<file path="config.mk">
export PLATFORM = sky130hd
export DESIGN_NAME = rom_header_patch_checksum_flat
export DESIGN_NICKNAME = d
export VERILOG_FILES = /design/src/rtl/core/rhpc_pkg.sv /design/src/rtl/core/rhpc_if.sv /design/src/rtl/core/rom_header_patch_checksum.sv /design/src/flat_wrapper.sv
export SDC_FILE = /design/constraint.sdc
export NUM_CORES = 1
export LEC_CHECK = 0
export BUFFER_PORTS_ARGS = -buffer_cell sky130_fd_sc_hd__clkbuf_2
export CAP_MARGIN = 20
export CELL_PAD_IN_SITES_DETAIL_PLACEMENT = 2
export CELL_PAD_IN_SITES_GLOBAL_PLACEMENT = 2
export CORE_ASPECT_RATIO = 1.5
export CORE_MARGIN = 2
export CORE_UTILIZATION = 44
export CTS_BUF_LIST = sky130_fd_sc_hd__clkbuf_4 sky130_fd_sc_hd__clkbuf_8
export DETAILED_ROUTE_END_ITERATION = 8
export PLACE_DENSITY = 0.92
export SYNTH_ARGS = -nofsm -noshare
export SYNTH_HDL_FRONTEND = slang
export SYNTH_SLANG_ARGS = --single-unit
</file>
<file path="constraint.sdc">
create_clock -name clk_i -period 11.8 [get_ports clk_i]
set_input_delay 1.77 -clock clk_i [delete_from_list [all_inputs] [get_ports clk_i]]
set_output_delay 1.77 -clock clk_i [all_outputs]
set_load 0.01 [all_outputs]
</file>
<file path="src/rtl/core/rhpc_pkg.sv">
// Shared types, constants and helper functions for the ROM header patcher.
// Used by the channel interfaces and the rom_header_patch_checksum top level.
package rhpc_pkg;

  localparam int unsigned ADDR_BITS_DEF = 23;
  localparam int unsigned BYTE_W        = 8;
  localparam int unsigned HSUM_W        = 8;
  localparam int unsigned GSUM_W        = 16;
  localparam int unsigned CFG_DATA_W    = 64;
  localparam int unsigned CFG_IDX_W     = 3;
  localparam int unsigned TITLE_LEN     = 15;
  localparam int unsigned LOGO_LEN      = 48;

  // Header map.
  localparam int unsigned LOGO_START = 32'h104;
  localparam int unsigned TITLE_START = 32'h134;
  localparam int unsigned HDR_COLOR   = 32'h143;
  localparam int unsigned HDR_LIC_HI  = 32'h144;
  localparam int unsigned HDR_LIC_LO  = 32'h145;
  localparam int unsigned HDR_OLD_SGB = 32'h146;
  localparam int unsigned HDR_TYPE    = 32'h147;
  localparam int unsigned HDR_ROM     = 32'h148;
  localparam int unsigned HDR_RAM     = 32'h149;
  localparam int unsigned HDR_DEST    = 32'h14A;
  localparam int unsigned HDR_OLD_LIC = 32'h14B;
  localparam int unsigned HDR_VERSION = 32'h14C;
  localparam int unsigned HDR_SUM_AT  = 32'h14D;
  localparam int unsigned GSUM_AT     = 32'h14E;

  localparam logic [BYTE_W-1:0] COLOR_FLAG   = 8'h80;
  localparam logic [BYTE_W-1:0] DEST_BYTE    = 8'h01;
  localparam logic [BYTE_W-1:0] OLD_LIC_BYTE = 8'h33;

  typedef enum logic [CFG_IDX_W-1:0] {
    CFG_TITLE_LOW  = 3'd0,
    CFG_TITLE_HIGH = 3'd1,
    CFG_COLOR_MODE = 3'd2,
    CFG_LICENSE    = 3'd3,
    CFG_CART_TYPE  = 3'd4,
    CFG_ROM_BANK   = 3'd5,
    CFG_RAM_SIZE   = 3'd6
  } cfg_idx_e;

  localparam logic [BYTE_W-1:0] LOGO_TABLE [LOGO_LEN] = '{
    8'hce, 8'hed, 8'h66, 8'h66, 8'hcc, 8'h0d, 8'h00, 8'h0b,
    8'h03, 8'h73, 8'h00, 8'h83, 8'h00, 8'h0c, 8'h00, 8'h0d,
    8'h00, 8'h08, 8'h11, 8'h1f, 8'h88, 8'h89, 8'h00, 8'h0e,
    8'hdc, 8'hcc, 8'h6e, 8'he6, 8'hdd, 8'hdd, 8'hd9, 8'h99,
    8'hbb, 8'hbb, 8'h67, 8'h63, 8'h6e, 8'h0e, 8'hec, 8'hcc,
    8'hdd, 8'hdc, 8'h99, 8'h9f, 8'hbb, 8'hb9, 8'h33, 8'h3e
  };

  // Uppercase ASCII hex digit of the low nibble.
  function automatic logic [BYTE_W-1:0] hex_digit(input logic [3:0] n);
    if (n < 4'd10) begin
      return 8'h30 + {4'h0, n};
    end
    return 8'h37 + {4'h0, n};
  endfunction

  // Only a to z are changed; every other code passes as given.
  function automatic logic [BYTE_W-1:0] to_upper(input logic [BYTE_W-1:0] c);
    if (c >= 8'h61 && c <= 8'h7a) begin
      return c - 8'h20;
    end
    return c;
  endfunction

endpackage

</file>
<file path="src/rtl/core/rhpc_if.sv">
// Valid/ready channel interfaces for the ROM header patcher.
// Depends on rhpc_pkg for the field widths.
interface rhpc_in_if import rhpc_pkg::*; ();
  logic              valid;
  logic              ready;
  logic [BYTE_W-1:0] rom_byte;
  logic              final_byte;

  modport source (output valid, rom_byte, final_byte, input ready);
  modport sink   (input valid, rom_byte, final_byte, output ready);
endinterface

interface rhpc_out_if import rhpc_pkg::*; ();
  logic              valid;
  logic              ready;
  logic [BYTE_W-1:0] out_byte;
  logic              is_summary;
  logic [HSUM_W-1:0] header_checksum;
  logic [GSUM_W-1:0] global_checksum;
  logic              run_end;

  modport source (output valid, out_byte, is_summary, header_checksum, global_checksum,
                  run_end, input ready);
  modport sink   (input valid, out_byte, is_summary, header_checksum, global_checksum,
                  run_end, output ready);
endinterface

</file>
<file path="src/rtl/core/rom_header_patch_checksum.sv">
// ROM header patcher: streams image bytes, fills in the header and keeps checksums.
// Depends on rhpc_pkg and the channel interfaces in rhpc_if.sv.
//
//   Channel   Direction  Handshake      Carries
//   in_s      sink       valid/ready    rom_byte, final_byte
//   out_m     source     valid/ready    out_byte, is_summary, header_checksum,
//                                       global_checksum, run_end
//   cfg       input      cfg_we_i       cfg_idx_i, cfg_wdata_i (write only)
//
// Each byte is patched in the cycle it is accepted and appears on out_m in the next
// cycle, so one byte a cycle passes while the sink keeps ready high and no summary waits.
// A final byte is followed by a summary item; the input is held off from the cycle after
// the final byte is taken until the patched byte has left the output register.
// The ready path is combinational from out_m.ready: a stalled sink stalls the
// source in the same cycle, with nothing lost.
// Reset is asynchronous and active low; it clears the address, both sums, the
// output valid and every configuration register.

module rom_header_patch_checksum import rhpc_pkg::*; #(
  parameter int unsigned ADDR_BITS = ADDR_BITS_DEF
) (
  input  logic                  clk_i,
  input  logic                  rst_ni,
  input  logic                  cfg_we_i,
  input  logic [CFG_IDX_W-1:0]  cfg_idx_i,
  input  logic [CFG_DATA_W-1:0] cfg_wdata_i,
  rhpc_in_if.sink               in_s,
  rhpc_out_if.source            out_m
);

  localparam logic [ADDR_BITS-1:0] A_LOGO  = ADDR_BITS'(LOGO_START);
  localparam logic [ADDR_BITS-1:0] A_TITLE = ADDR_BITS'(TITLE_START);
  localparam logic [ADDR_BITS-1:0] A_TEND  = ADDR_BITS'(TITLE_START + TITLE_LEN);
  localparam logic [ADDR_BITS-1:0] A_VER   = ADDR_BITS'(HDR_VERSION);
  localparam logic [ADDR_BITS-1:0] A_GSUM0 = ADDR_BITS'(GSUM_AT);
  localparam logic [ADDR_BITS-1:0] A_GSUM1 = ADDR_BITS'(GSUM_AT + 1);

  // Configuration registers, kept across images.
  logic [63:0] title_low_q;
  logic [55:0] title_high_q;
  logic        color_mode_q;
  logic [7:0]  license_q;
  logic [7:0]  cart_type_q;
  logic [7:0]  rom_bank_q;
  logic [7:0]  ram_size_q;

  // Running state of the current image.
  logic [ADDR_BITS-1:0] addr_q, addr_d;
  logic [HSUM_W-1:0]    hsum_q, hsum_d;
  logic [GSUM_W-1:0]    gsum_q, gsum_d;

  // Output register and the summary that waits behind it.
  logic              out_vld_q;
  logic [BYTE_W-1:0] out_byte_q;
  logic              out_summ_q;
  logic [HSUM_W-1:0] out_hck_q;
  logic [GSUM_W-1:0] out_gck_q;
  logic              out_end_q;
  logic              pend_q;
  logic [HSUM_W-1:0] pend_hck_q;
  logic [GSUM_W-1:0] pend_gck_q;

  logic              in_ready;
  logic              in_fire;
  logic              out_fire;
  logic [BYTE_W-1:0] patched;
  logic [119:0]      title_all;
  logic [3:0]        title_k;
  logic [5:0]        logo_k;
  logic [ADDR_BITS-1:0] logo_off;
  logic [ADDR_BITS-1:0] title_off;
  logic              in_hdr_sum;
  logic              in_gsum_slot;

  always_ff @(posedge clk_i or negedge rst_ni) begin
    if (!rst_ni) begin
      title_low_q  <= '0;
      title_high_q <= '0;
      color_mode_q <= 1'b0;
      license_q    <= '0;
      cart_type_q  <= '0;
      rom_bank_q   <= '0;
      ram_size_q   <= '0;
    end else if (cfg_we_i) begin
      case (cfg_idx_e'(cfg_idx_i))
        CFG_TITLE_LOW:  title_low_q  <= cfg_wdata_i;
        CFG_TITLE_HIGH: title_high_q <= cfg_wdata_i[55:0];
        CFG_COLOR_MODE: color_mode_q <= cfg_wdata_i[0];
        CFG_LICENSE:    license_q    <= cfg_wdata_i[7:0];
        CFG_CART_TYPE:  cart_type_q  <= cfg_wdata_i[7:0];
        CFG_ROM_BANK:   rom_bank_q   <= cfg_wdata_i[7:0];
        CFG_RAM_SIZE:   ram_size_q   <= cfg_wdata_i[7:0];
        default: ;
      endcase
    end
  end

  // Handshake: a new byte is taken whenever the output register is free or being
  // emptied, unless a summary still has to go out first.
  assign out_fire = out_vld_q & out_m.ready;
  assign in_ready = ~pend_q & (~out_vld_q | out_m.ready);
  assign in_fire  = in_s.valid & in_ready;
  assign in_s.ready = in_ready;

  // Field offsets within the logo and title areas.
  assign logo_off  = addr_q - A_LOGO;
  assign title_off = addr_q - A_TITLE;
  assign logo_k    = logo_off[5:0];
  assign title_k   = title_off[3:0];
  assign title_all = {title_high_q, title_low_q};

  always_comb begin
    patched = in_s.rom_byte;
    if (addr_q >= A_LOGO && addr_q < A_TITLE) begin
      patched = LOGO_TABLE[logo_k];
    end else if (addr_q >= A_TITLE && addr_q < A_TEND) begin
      patched = to_upper(title_all[{title_k, 3'b000} +: 8]);
    end else begin
      case (addr_q)
        ADDR_BITS'(HDR_COLOR):   patched = color_mode_q ? COLOR_FLAG : 8'h00;
        ADDR_BITS'(HDR_LIC_HI):  patched = hex_digit(license_q[7:4]);
        ADDR_BITS'(HDR_LIC_LO):  patched = hex_digit(license_q[3:0]);
        ADDR_BITS'(HDR_OLD_SGB): patched = 8'h00;
        ADDR_BITS'(HDR_TYPE):    patched = cart_type_q;
        ADDR_BITS'(HDR_ROM):     patched = rom_bank_q;
        ADDR_BITS'(HDR_RAM):     patched = ram_size_q;
        ADDR_BITS'(HDR_DEST):    patched = DEST_BYTE;
        ADDR_BITS'(HDR_OLD_LIC): patched = OLD_LIC_BYTE;
        ADDR_BITS'(HDR_VERSION): patched = 8'h00;
        ADDR_BITS'(HDR_SUM_AT):  patched = hsum_q;
        default:                 patched = in_s.rom_byte;
      endcase
    end
  end

  assign in_hdr_sum   = (addr_q >= A_TITLE) && (addr_q <= A_VER);
  assign in_gsum_slot = (addr_q == A_GSUM0) || (addr_q == A_GSUM1);

  always_comb begin
    hsum_d = in_hdr_sum ? (hsum_q - patched - 8'd1) : hsum_q;
    gsum_d = in_gsum_slot ? gsum_q : (gsum_q + {8'h00, patched});
    addr_d = addr_q + ADDR_BITS'(1);
  end

  always_ff @(posedge clk_i or negedge rst_ni) begin
    if (!rst_ni) begin
      addr_q <= '0;
      hsum_q <= '0;
      gsum_q <= '0;
    end else if (in_fire) begin
      if (in_s.final_byte) begin
        addr_q <= '0;
        hsum_q <= '0;
        gsum_q <= '0;
      end else begin
        addr_q <= addr_d;
        hsum_q <= hsum_d;
        gsum_q <= gsum_d;
      end
    end
  end

  // Control of the output register and the waiting summary.
  always_ff @(posedge clk_i or negedge rst_ni) begin
    if (!rst_ni) begin
      out_vld_q <= 1'b0;
      pend_q    <= 1'b0;
    end else if (in_fire) begin
      out_vld_q <= 1'b1;
      pend_q    <= in_s.final_byte;
    end else if (out_fire) begin
      out_vld_q <= pend_q;
      pend_q    <= 1'b0;
    end
  end

  // Payload of the output register; no reset needed.
  always_ff @(posedge clk_i) begin
    if (in_fire) begin
      out_byte_q <= patched;
      out_summ_q <= 1'b0;
      out_hck_q  <= '0;
      out_gck_q  <= '0;
      out_end_q  <= ~in_s.final_byte;
      pend_hck_q <= hsum_d;
      pend_gck_q <= gsum_d;
    end else if (out_fire && pend_q) begin
      out_byte_q <= '0;
      out_summ_q <= 1'b1;
      out_hck_q  <= pend_hck_q;
      out_gck_q  <= pend_gck_q;
      out_end_q  <= 1'b1;
    end
  end

  assign out_m.valid           = out_vld_q;
  assign out_m.out_byte        = out_byte_q;
  assign out_m.is_summary      = out_summ_q;
  assign out_m.header_checksum = out_hck_q;
  assign out_m.global_checksum = out_gck_q;
  assign out_m.run_end         = out_end_q;

`ifndef SYNTHESIS
  a_pend_behind_byte: assert property (@(posedge clk_i) disable iff (!rst_ni)
    pend_q |-> out_vld_q && !out_summ_q && !out_end_q)
    else $error("summary waiting without a final byte in the output register");

  a_final_sets_pend: assert property (@(posedge clk_i) disable iff (!rst_ni)
    in_fire && in_s.final_byte |=> pend_q && addr_q == '0 && hsum_q == '0 && gsum_q == '0)
    else $error("final byte did not queue a summary and clear the image state");

  a_no_take_while_pend: assert property (@(posedge clk_i) disable iff (!rst_ni)
    pend_q |-> !in_s.ready)
    else $error("byte accepted while a summary waits");

  a_summary_ends_run: assert property (@(posedge clk_i) disable iff (!rst_ni)
    out_vld_q && out_summ_q |-> out_end_q && out_byte_q == '0)
    else $error("summary item malformed");

  a_pend_to_summary: assert property (@(posedge clk_i) disable iff (!rst_ni)
    out_fire && pend_q |=> out_vld_q && out_summ_q)
    else $error("summary lost after final byte left");
`endif

endmodule

</file>
<file path="src/flat_wrapper.sv">
// flat-port wrapper written by rule: the top's interface ports become plain ports
module rom_header_patch_checksum_flat import rhpc_pkg::*;
#(
  parameter int unsigned ADDR_BITS = ADDR_BITS_DEF
)
  (clk_i, rst_ni, cfg_we_i, cfg_idx_i, cfg_wdata_i, in_s_valid, in_s_rom_byte, in_s_final_byte, in_s_ready, out_m_valid, out_m_out_byte, out_m_is_summary, out_m_header_checksum, out_m_global_checksum, out_m_run_end, out_m_ready);
  rhpc_in_if in_s_i ();
  rhpc_out_if out_m_i ();
  input  logic clk_i;
  input  logic rst_ni;
  input  logic cfg_we_i;
  input  logic [CFG_IDX_W-1:0] cfg_idx_i;
  input  logic [CFG_DATA_W-1:0] cfg_wdata_i;
  input wire logic [$bits(in_s_i.valid)-1:0] in_s_valid;
  input wire logic [$bits(in_s_i.rom_byte)-1:0] in_s_rom_byte;
  input wire logic [$bits(in_s_i.final_byte)-1:0] in_s_final_byte;
  output wire logic [$bits(in_s_i.ready)-1:0] in_s_ready;
  output wire logic [$bits(out_m_i.valid)-1:0] out_m_valid;
  output wire logic [$bits(out_m_i.out_byte)-1:0] out_m_out_byte;
  output wire logic [$bits(out_m_i.is_summary)-1:0] out_m_is_summary;
  output wire logic [$bits(out_m_i.header_checksum)-1:0] out_m_header_checksum;
  output wire logic [$bits(out_m_i.global_checksum)-1:0] out_m_global_checksum;
  output wire logic [$bits(out_m_i.run_end)-1:0] out_m_run_end;
  input wire logic [$bits(out_m_i.ready)-1:0] out_m_ready;
  assign in_s_i.valid = in_s_valid;
  assign in_s_i.rom_byte = in_s_rom_byte;
  assign in_s_i.final_byte = in_s_final_byte;
  assign in_s_ready = in_s_i.ready;
  assign out_m_valid = out_m_i.valid;
  assign out_m_out_byte = out_m_i.out_byte;
  assign out_m_is_summary = out_m_i.is_summary;
  assign out_m_header_checksum = out_m_i.header_checksum;
  assign out_m_global_checksum = out_m_i.global_checksum;
  assign out_m_run_end = out_m_i.run_end;
  assign out_m_i.ready = out_m_ready;
  rom_header_patch_checksum #(.ADDR_BITS(ADDR_BITS)) u_core (.clk_i(clk_i), .rst_ni(rst_ni), .cfg_we_i(cfg_we_i), .cfg_idx_i(cfg_idx_i), .cfg_wdata_i(cfg_wdata_i), .in_s(in_s_i), .out_m(out_m_i));
endmodule
</file>
; Word level (Yosys, flattened, before mapping)
; Memory sizes are Yosys's and may differ from the RTL's.
; Cells that the tools add are included.
[word_totals]
register_bits = 260
latch_bits = 0
ramBits = 0
romBits = 512
input_bits = 81
out_inout_bits = 36
wordCells = 122
mem_count = 1
[classes]
addsub = 11
n_mul = 0
n_div = 0
n_lt_le_gt_ge = 10
eq_ne = 19
n_shift = 1
n_mux = 36
bitwise_logic = 8
reduce_logical = 17
[mem_list]
columns = name, words, word_bits, read_ports, rd_ports_with_merged_regs, write_ports, line_no
row1 = (name not given), 64, 8, 1, 0, 0, rom_header_patch_checksum.sv:115  ; patched = LOGO_TABLE[logo_k];
[ops]
columns = cell, count
row1 = "== test 23 x 9 -> 1 bit, second input constant", 13
row2 = 2-to-1 mux 8 bit, 15
row3 = variable part select 120 x 8 -> 8 bit, 1
row4 = case mux 8 bit (10 select lines), 1
row5 = ">= comparator 23 x 9 -> 1 bit, second input constant", 2
row6 = "< comparator 23 x 9 -> 1 bit, second input constant", 2
row7 = 2-to-1 mux 16 bit, 2
row8 = "adder 6 x 4 -> 7 bit, first input constant", 4
row9 = "adder 23 x 1 -> 23 bit, second input constant", 1
row10 = "less-or-equal comparator 23 x 9 -> 1 bit, second input constant", 1
row11 = 2-to-1 mux 23 bit, 1
row12 = 2-to-1 mux 1 bit, 17
row13 = adder 16 x 8 -> 16 bit, 1
row14 = AND reduction 2 bit, 7
row15 = "== test 3 bit, second input constant", 3
row16 = ">= comparator 8 x 7 -> 1 bit, second input constant", 1
row17 = "less-or-equal comparator 8 x 7 -> 1 bit, second input constant", 1
row18 = "< comparator 4 bit, second input constant", 2
row19 = "subtractor 8 x 1 -> 8 bit, second input constant", 1
row20 = "subtractor 8 x 6 -> 8 bit, second input constant", 1
row21 = subtractor 8 bit, 1
row22 = ">= comparator 7 bit, second input constant", 1
row23 = inverter 6 -> 7 bit, 1
row24 = "== test 3 x 2 -> 1 bit, second input constant", 2
row25 = 11 further kinds, 20

; Depth between registers and ports, before layout
[logic_depth]
depth_word = 14
depth_mapped = 26
ltp_nobuf = 23

; Least setup slack after synthesis
; Ideal clock, no wire load.
[synth_path]
kind = reg-to-reg
start = reg u_core.addr_q[2]
end = reg u_core.hsum_q[7]
setup_time_ns = 0.124
arrival_time_ns = 5.228
t_required_ns = 11.676
path_slack_ns = 6.448
path_stages_with_launch = 24
n_path_buf = 5
synth_period_minus_slack_ns = 5.352
path_cell_list = dfrtp_1 -> buf_2 -> clkinv_1 -> clkbuf_1 -> ha_1 -> clkbuf_1 -> clkbuf_1 -> buf_1 -> nand2_1 -> o21ai_0 -> o22ai_1 -> o21ai_0 -> a21oi_1 -> a21oi_1 -> ha_1 -> a21o_1 -> a21oi_1 -> o21bai_1 -> a21oi_1 -> o21ai_0 -> or4_1 -> o211a_2 -> and4b_1 -> a211o_1
[synth_via]
elab_chain_len = 14
elab_cells_between_ends = 43
cone_classes = add/sub (5) / order compare (7) / eq/ne (11) / shift (1) / mux (12) / bitwise (1) / reduce/logical (5) / memory (1)
[synth_lines]
columns = element, line_no
row1 = start: declaration, rom_header_patch_checksum.sv:48  ; logic [ADDR_BITS-1:0] addr_q, addr_d;
row2 = start signal: assignment, rom_header_patch_checksum.sv:156  ; addr_q <= addr_d;
row3 = subtractor 4 x 3 -> 4 bit, rom_header_patch_checksum.sv:107  ; assign title_off = addr_q - A_TITLE;
row4 = variable part select 120 x 8 -> 8 bit, rom_header_patch_checksum.sv:117  ; patched = to_upper(title_all[{title_k, 3'b000} +: 8]);
row5 = >= comparator 8 x 7 -> 1 bit or less-or-equal comparator 8 x 7 -> 1 bit (tied branches), rhpc_pkg.sv:63  ; if (c >= 8'h61 && c <= 8'h7a) begin
row6 = logical AND 1 bit, rhpc_pkg.sv:63
row7 = 2-to-1 mux 1 bit, rhpc_pkg.sv:63
row8 = 2-to-1 mux 1 bit, rom_header_patch_checksum.sv:116  ; end else if (addr_q >= A_TITLE && addr_q < A_TEND) begin
row9 = 2-to-1 mux 1 bit, rom_header_patch_checksum.sv:114  ; if (addr_q >= A_LOGO && addr_q < A_TITLE) begin
row10 = 2-to-1 mux 8 bit, rhpc_pkg.sv:66  ; return c;
row11 = 2-to-1 mux 8 bit, rom_header_patch_checksum.sv:116
row12 = 2-to-1 mux 8 bit, rom_header_patch_checksum.sv:114
row13 = subtractor 8 bit, rom_header_patch_checksum.sv:140  ; hsum_d = in_hdr_sum ? (hsum_q - patched - 8'd1) : hsum_q;
row14 = subtractor 8 x 1 -> 8 bit, rom_header_patch_checksum.sv:140
row15 = 2-to-1 mux 8 bit (*), rom_header_patch_checksum.sv:140
row16 = 2-to-1 mux 8 bit (*), rom_header_patch_checksum.sv:151  ; if (in_s.final_byte) begin
row17 = end signal: assignment, rom_header_patch_checksum.sv:157  ; hsum_q <= hsum_d;
row18 = end: declaration, rom_header_patch_checksum.sv:49  ; logic [HSUM_W-1:0] hsum_q, hsum_d;
; Mark *: on every way between the ends. The rest lies on a longest branch, timed or not. The select of a mux whose other input is x is not followed.
; A chain may end at the register's enable or synchronous reset.

; Worst setup path after layout
[layout_path]
start = reg u_core.addr_q[2]
end = reg u_core.gsum_q[12]
[layout_via]
elab_chain_len = 13
elab_cells_between_ends = 43
cone_classes = add/sub (4) / order compare (6) / eq/ne (13) / shift (1) / mux (12) / bitwise (1) / reduce/logical (5) / memory (1)
[layout_lines]
columns = element, line_no
row1 = subtractor 4 x 3 -> 4 bit, rom_header_patch_checksum.sv:107
row2 = variable part select 120 x 8 -> 8 bit, rom_header_patch_checksum.sv:117
row3 = >= comparator 8 x 7 -> 1 bit or less-or-equal comparator 8 x 7 -> 1 bit (tied branches), rhpc_pkg.sv:63
row4 = logical AND 1 bit, rhpc_pkg.sv:63
row5 = 2-to-1 mux 1 bit, rhpc_pkg.sv:63
row6 = 2-to-1 mux 1 bit, rom_header_patch_checksum.sv:116
row7 = 2-to-1 mux 1 bit, rom_header_patch_checksum.sv:114
row8 = 2-to-1 mux 8 bit, rhpc_pkg.sv:66
row9 = 2-to-1 mux 8 bit, rom_header_patch_checksum.sv:116
row10 = 2-to-1 mux 8 bit (*), rom_header_patch_checksum.sv:114
row11 = via u_core.patched[0], rom_header_patch_checksum.sv:66  ; logic [BYTE_W-1:0] patched;
row12 = adder 16 x 8 -> 16 bit (*), rom_header_patch_checksum.sv:141  ; gsum_d = in_gsum_slot ? gsum_q : (gsum_q + {8'h00, patched});
row13 = 2-to-1 mux 16 bit (*), rom_header_patch_checksum.sv:141
row14 = 2-to-1 mux 16 bit (*), rom_header_patch_checksum.sv:151
row15 = end signal: assignment, rom_header_patch_checksum.sv:158  ; gsum_q <= gsum_d;
row16 = end: declaration, rom_header_patch_checksum.sv:50  ; logic [GSUM_W-1:0] gsum_q, gsum_d;
; Mark *: on every way through the listed nets, which the timed path passes. The rest lies on a longest branch. The select of a mux whose other input is x is not followed.

==> impl_metrics.ini <==
[status]
outcome = completed

[logic_synthesis]
post-synth-top-area-cell = sky130_fd_sc_hd__dfrtp_1
ys_top_cells_by_area = sky130_fd_sc_hd__dfrtp_1 (38%), sky130_fd_sc_hd__mux2_2 (14%), sky130_fd_sc_hd__edfxtp_1 (7.4%)
postSynth.asyncResetShare_pct = 77.7
synth_top_area_share_pct = 37.7
synth.lib_cells_used.distinct = 70
synthesis.area_mm2 = 0.0134
synthesized_nets = 1355
synth_area_per_cell_um2 = 10.9
edff_count_synth = 33
synth-seq-cells = 260
synth_seq_area_share_pct = 48.8
ys_dominant_reg_cell = sky130_fd_sc_hd__dfrtp_1
synthesis.yosys.warnings = 0
number_of_standard_cells_after_synthesis = 1235

[global_route]
grt_util_all_layers_pct = 29.1
overflow = 0
grt_max_degree = 70
grt_pass1_vias = 12300
grt_pass1_wl_um = 71800
antenna_found_initial = 0

[timing]
hold_viol = 0
skew_ns = 0.0328
setup-violations-final = 0
fmaxAchievable_mhz = 158
relSlewSlack_pct = 28.4
crit_share_post_route_pct = 53.6
timing_max_transition_violations_final = 0
fin_tns_setup_ns = 0
worst_hold_slack_ns = 0.463
rsz_0062_raised_after_global_routing = no
timing_worst_slew_pin_value_ns = 1.07
final_period_minus_worst_setup_slack_ns = 6.33

[placed_design]
placed_cell_area_mm2 = 0.0143
gpl.final_weighted_congestion = 0.913
dpl.cell_count = 1692
detailedPlacementHpwl_um = 32300
portBuffers = 116

[setup_path]
worst-path-max-fanout = 35
kind_of_critical_path = reg2reg
critical-path-top-delay-family = compound AO/OA/AOI/OAI gates
critical_path.startpoint_type = flop
critical_path.most_common_cell = sky130_fd_sc_hd__o21ai_0
worstPathArrival_ns = 6.79
worst_path_cell_chain = buf_4 > ha_1 > nand3_1 > o41ai_1 > nand4_1 > inv_1 > a2111oi_0 > a21oi_1 > a21oi_1 > inv_1 > ha_1 > inv_1 > fa_1 > nor2b_1 > o21ai_0 > a21oi_1 > o21ai_0 > a21boi_0 > o21ai_0 > a211oi_1 > o21ai_0 > a22o_1
worstPathRequired_ns = 12.26
stage_delay_of_the_slowest_cell_on_the_critical_path_ns = 0.70
endpoint_kind = flop
slowest_stage = sky130_fd_sc_hd__ha_1
worstPathBufferInverterCount = 4

[clocking]
cts-resized-gates = 0
clk-insertion-delay-late_ns = 0.60
htreeDepth = 2
postCtsSetupBuffers = 0
tritoncts = done
clock_pin_slew_of_the_registers_on_the_worst_case_setup_and_hold_paths_ns = 0.06
tritoncts_num_sinks = 260
tritoncts.num_buffers = 42
clk_buf_depth = 3
cts_root_buffer = sky130_fd_sc_hd__clkbuf_8
cts_hold_repair.buffers = 0

[floorplan]
start_util_pct = 44.5
dieWidth_um = 147
io_pins = 117
die-height_um = 218
floorplan.core_area_mm2 = 0.0302
std_cell_rows = 78
die_area_mm2 = 0.0319

[finish]
n_antenna_cell = 0
final_design_area_no_fill_mm2 = 0.0152
fillers = 2994
drive_gt1_share_pct = 29.2
num-nets-final = 1456
signed_area_change_from_the_synthesized_netlist_to_the_final_layout_pct = 13.2
post_layout_nonfiller_instances = 1767

[route]
drtPass1Iterations = 5
dr.first_iter.drc_count = 435
antenna_violating_nets_post_route = 0
postRouteWirelength_um = 45500
via_count = 10600
drcViolationCount = 0
routed_via_density = 5.99
post_drt_wl_per_cell_um = 25.7

[worst_hold_path]
hold_path_class = reg2reg

[flow_run]
max_cap_violations = 0

[power]
leak_nw = 6.55
irDropWorstVdd_v = 0.000108
power.density_cell_area_mw_per_mm2 = 221
cells in the mapped netlist, drive strengths merged (5+ instances only):
library cell	number
o22ai	10
dfxtp	25
a22oi	16
nand2b	6
mux4	13
ha	37
dfrtp	202
o21ai	63
nand3	30
xor2	16
mux2i	25
nand2	146
nand4	17
edfxtp	33
a31oi	6
a21o	6
buf	19
mux2	165
inv	34
nor3	12
nor4	5
and3	12
nor2	64
a22o	22
clkbuf	57
a211oi	12
a21oi	72
o221ai	10
and4	10
and2	6
xnor2	18
cells by family (layout without fill, tap and decap cells):
logic type                 count (synthesis)  after routing  share of synthesized area (%)
xor gates and xnor gates                  34             34                           2.22
and+or+nand+nor                          327            327                           11.4
muxes                                    203            203                           17.9
DFF                                      260            260                           48.8
buffers and inverters                    111            243                           3.33
AOI/OAI and AO/OA                        261            261                           12.6
adders and majority gates                 39             39                           3.75
cell usage in the layout, fill, tap and decap left out, drive strengths merged, types with 5 or more instances in the layout:
cell	count
clkbuf	180
dfxtp	25
inv	35
nor3	12
a31oi	6
buf	17
and2	6
a21oi	72
and3	12
xor2	16
a22o	22
o21ai	63
nor4	5
a211oi	12
o221ai	10
clkinv	8
and4	10
nand2b	6
nor2	64
nand4	17
mux4	13
a21o	6
edfxtp	33
o22ai	10
ha	37
mux2i	25
nand3	30
dfrtp	202
a22oi	16
mux2	165
nand2	146
xnor2	18
metal layers:
metal / global-route usage, % / vias to the layer above / share of wire, %
li1: - / 4702 / -
met1: 30.6 / 5437 / 36
met3: 4.44 / 153 / 3.4
met2: 54.6 / 296 / 54
met4: 17.0 / 0 / 6.4
met5: 0 / - / 0
worst min-delay path: cells and delay by family, from the launching register on:
family,cells,cell delay [ns]
DFF,1,0.31
and+or+nand+nor,1,0.05
AOI/OAI and AO/OA,1,0.05
final timing paths:
kind,startpoint,to,slack [ns],depth (start not counted)
min in group asynchronous,rst_ni,u_core.title_high_q[11]$_DFFE_PN0P_,1.17,1
setup reg to reg,u_core.addr_q[2]$_DFFE_PN0P_,u_core.gsum_q[12]$_DFFE_PN0P_,5.47,22
hold / removal,u_core.out_m.header_checksum[5]$_SDFFE_PP0P_,u_core.out_m.header_checksum[5]$_SDFFE_PP0P_,0.46,2
setup / recovery,u_core.addr_q[2]$_DFFE_PN0P_,u_core.gsum_q[12]$_DFFE_PN0P_,5.47,22
max in group asynchronous,rst_ni,u_core.addr_q[0]$_DFFE_PN0P_,9.20,2
hold reg to reg,u_core.out_m.header_checksum[5]$_SDFFE_PP0P_,u_core.out_m.header_checksum[5]$_SDFFE_PP0P_,0.46,2
power breakdown:
part	switching [mW]	internal (mW)
logic	0.795	0.467
clock network	0.382	0.439
registers	0.149	1.13
per-stage QoR:
step	total power, mW	setup slack [ns]	utilization [%]
floorplan	2.05	6.45	-
global placement	2.40	6.05	47.5
detailed placement	2.53	5.63	47.5
CTS	3.38	5.50	50.4
global route	3.54	4.97	50.4
finish	3.36	5.47	50.4
state kept, by name, summed over array words and instances, names as in the netlist, 8 cells and up:
signal,flops
u_core.title_low_q,64
u_core.title_high_q,56
u_core.addr_q,23
u_core.gsum_q,16
u_core.out_m.global_checksum,16
u_core.pend_gck_q,16
u_core.cart_type_q,8
u_core.hsum_q,8
u_core.license_q,8
u_core.out_m.header_checksum,8
u_core.out_m.out_byte,8
u_core.pend_hck_q,8
u_core.ram_size_q,8
u_core.rom_bank_q,8
cell type report:
cell class                      instances  area, um2  share of cell area (%)
Tap cell                              400        500                    3.29
Multi-Input combinational cell        864       6440                    42.4
Clock inverter                         11       87.6                   0.577
Inverter                               35        131                   0.865
Timing Repair Buffer                  133        717                    4.72
Clock buffer                           64        768                    5.06
Sequential cell                       260       6550                    43.1
(Power assumes the default switching activity.)
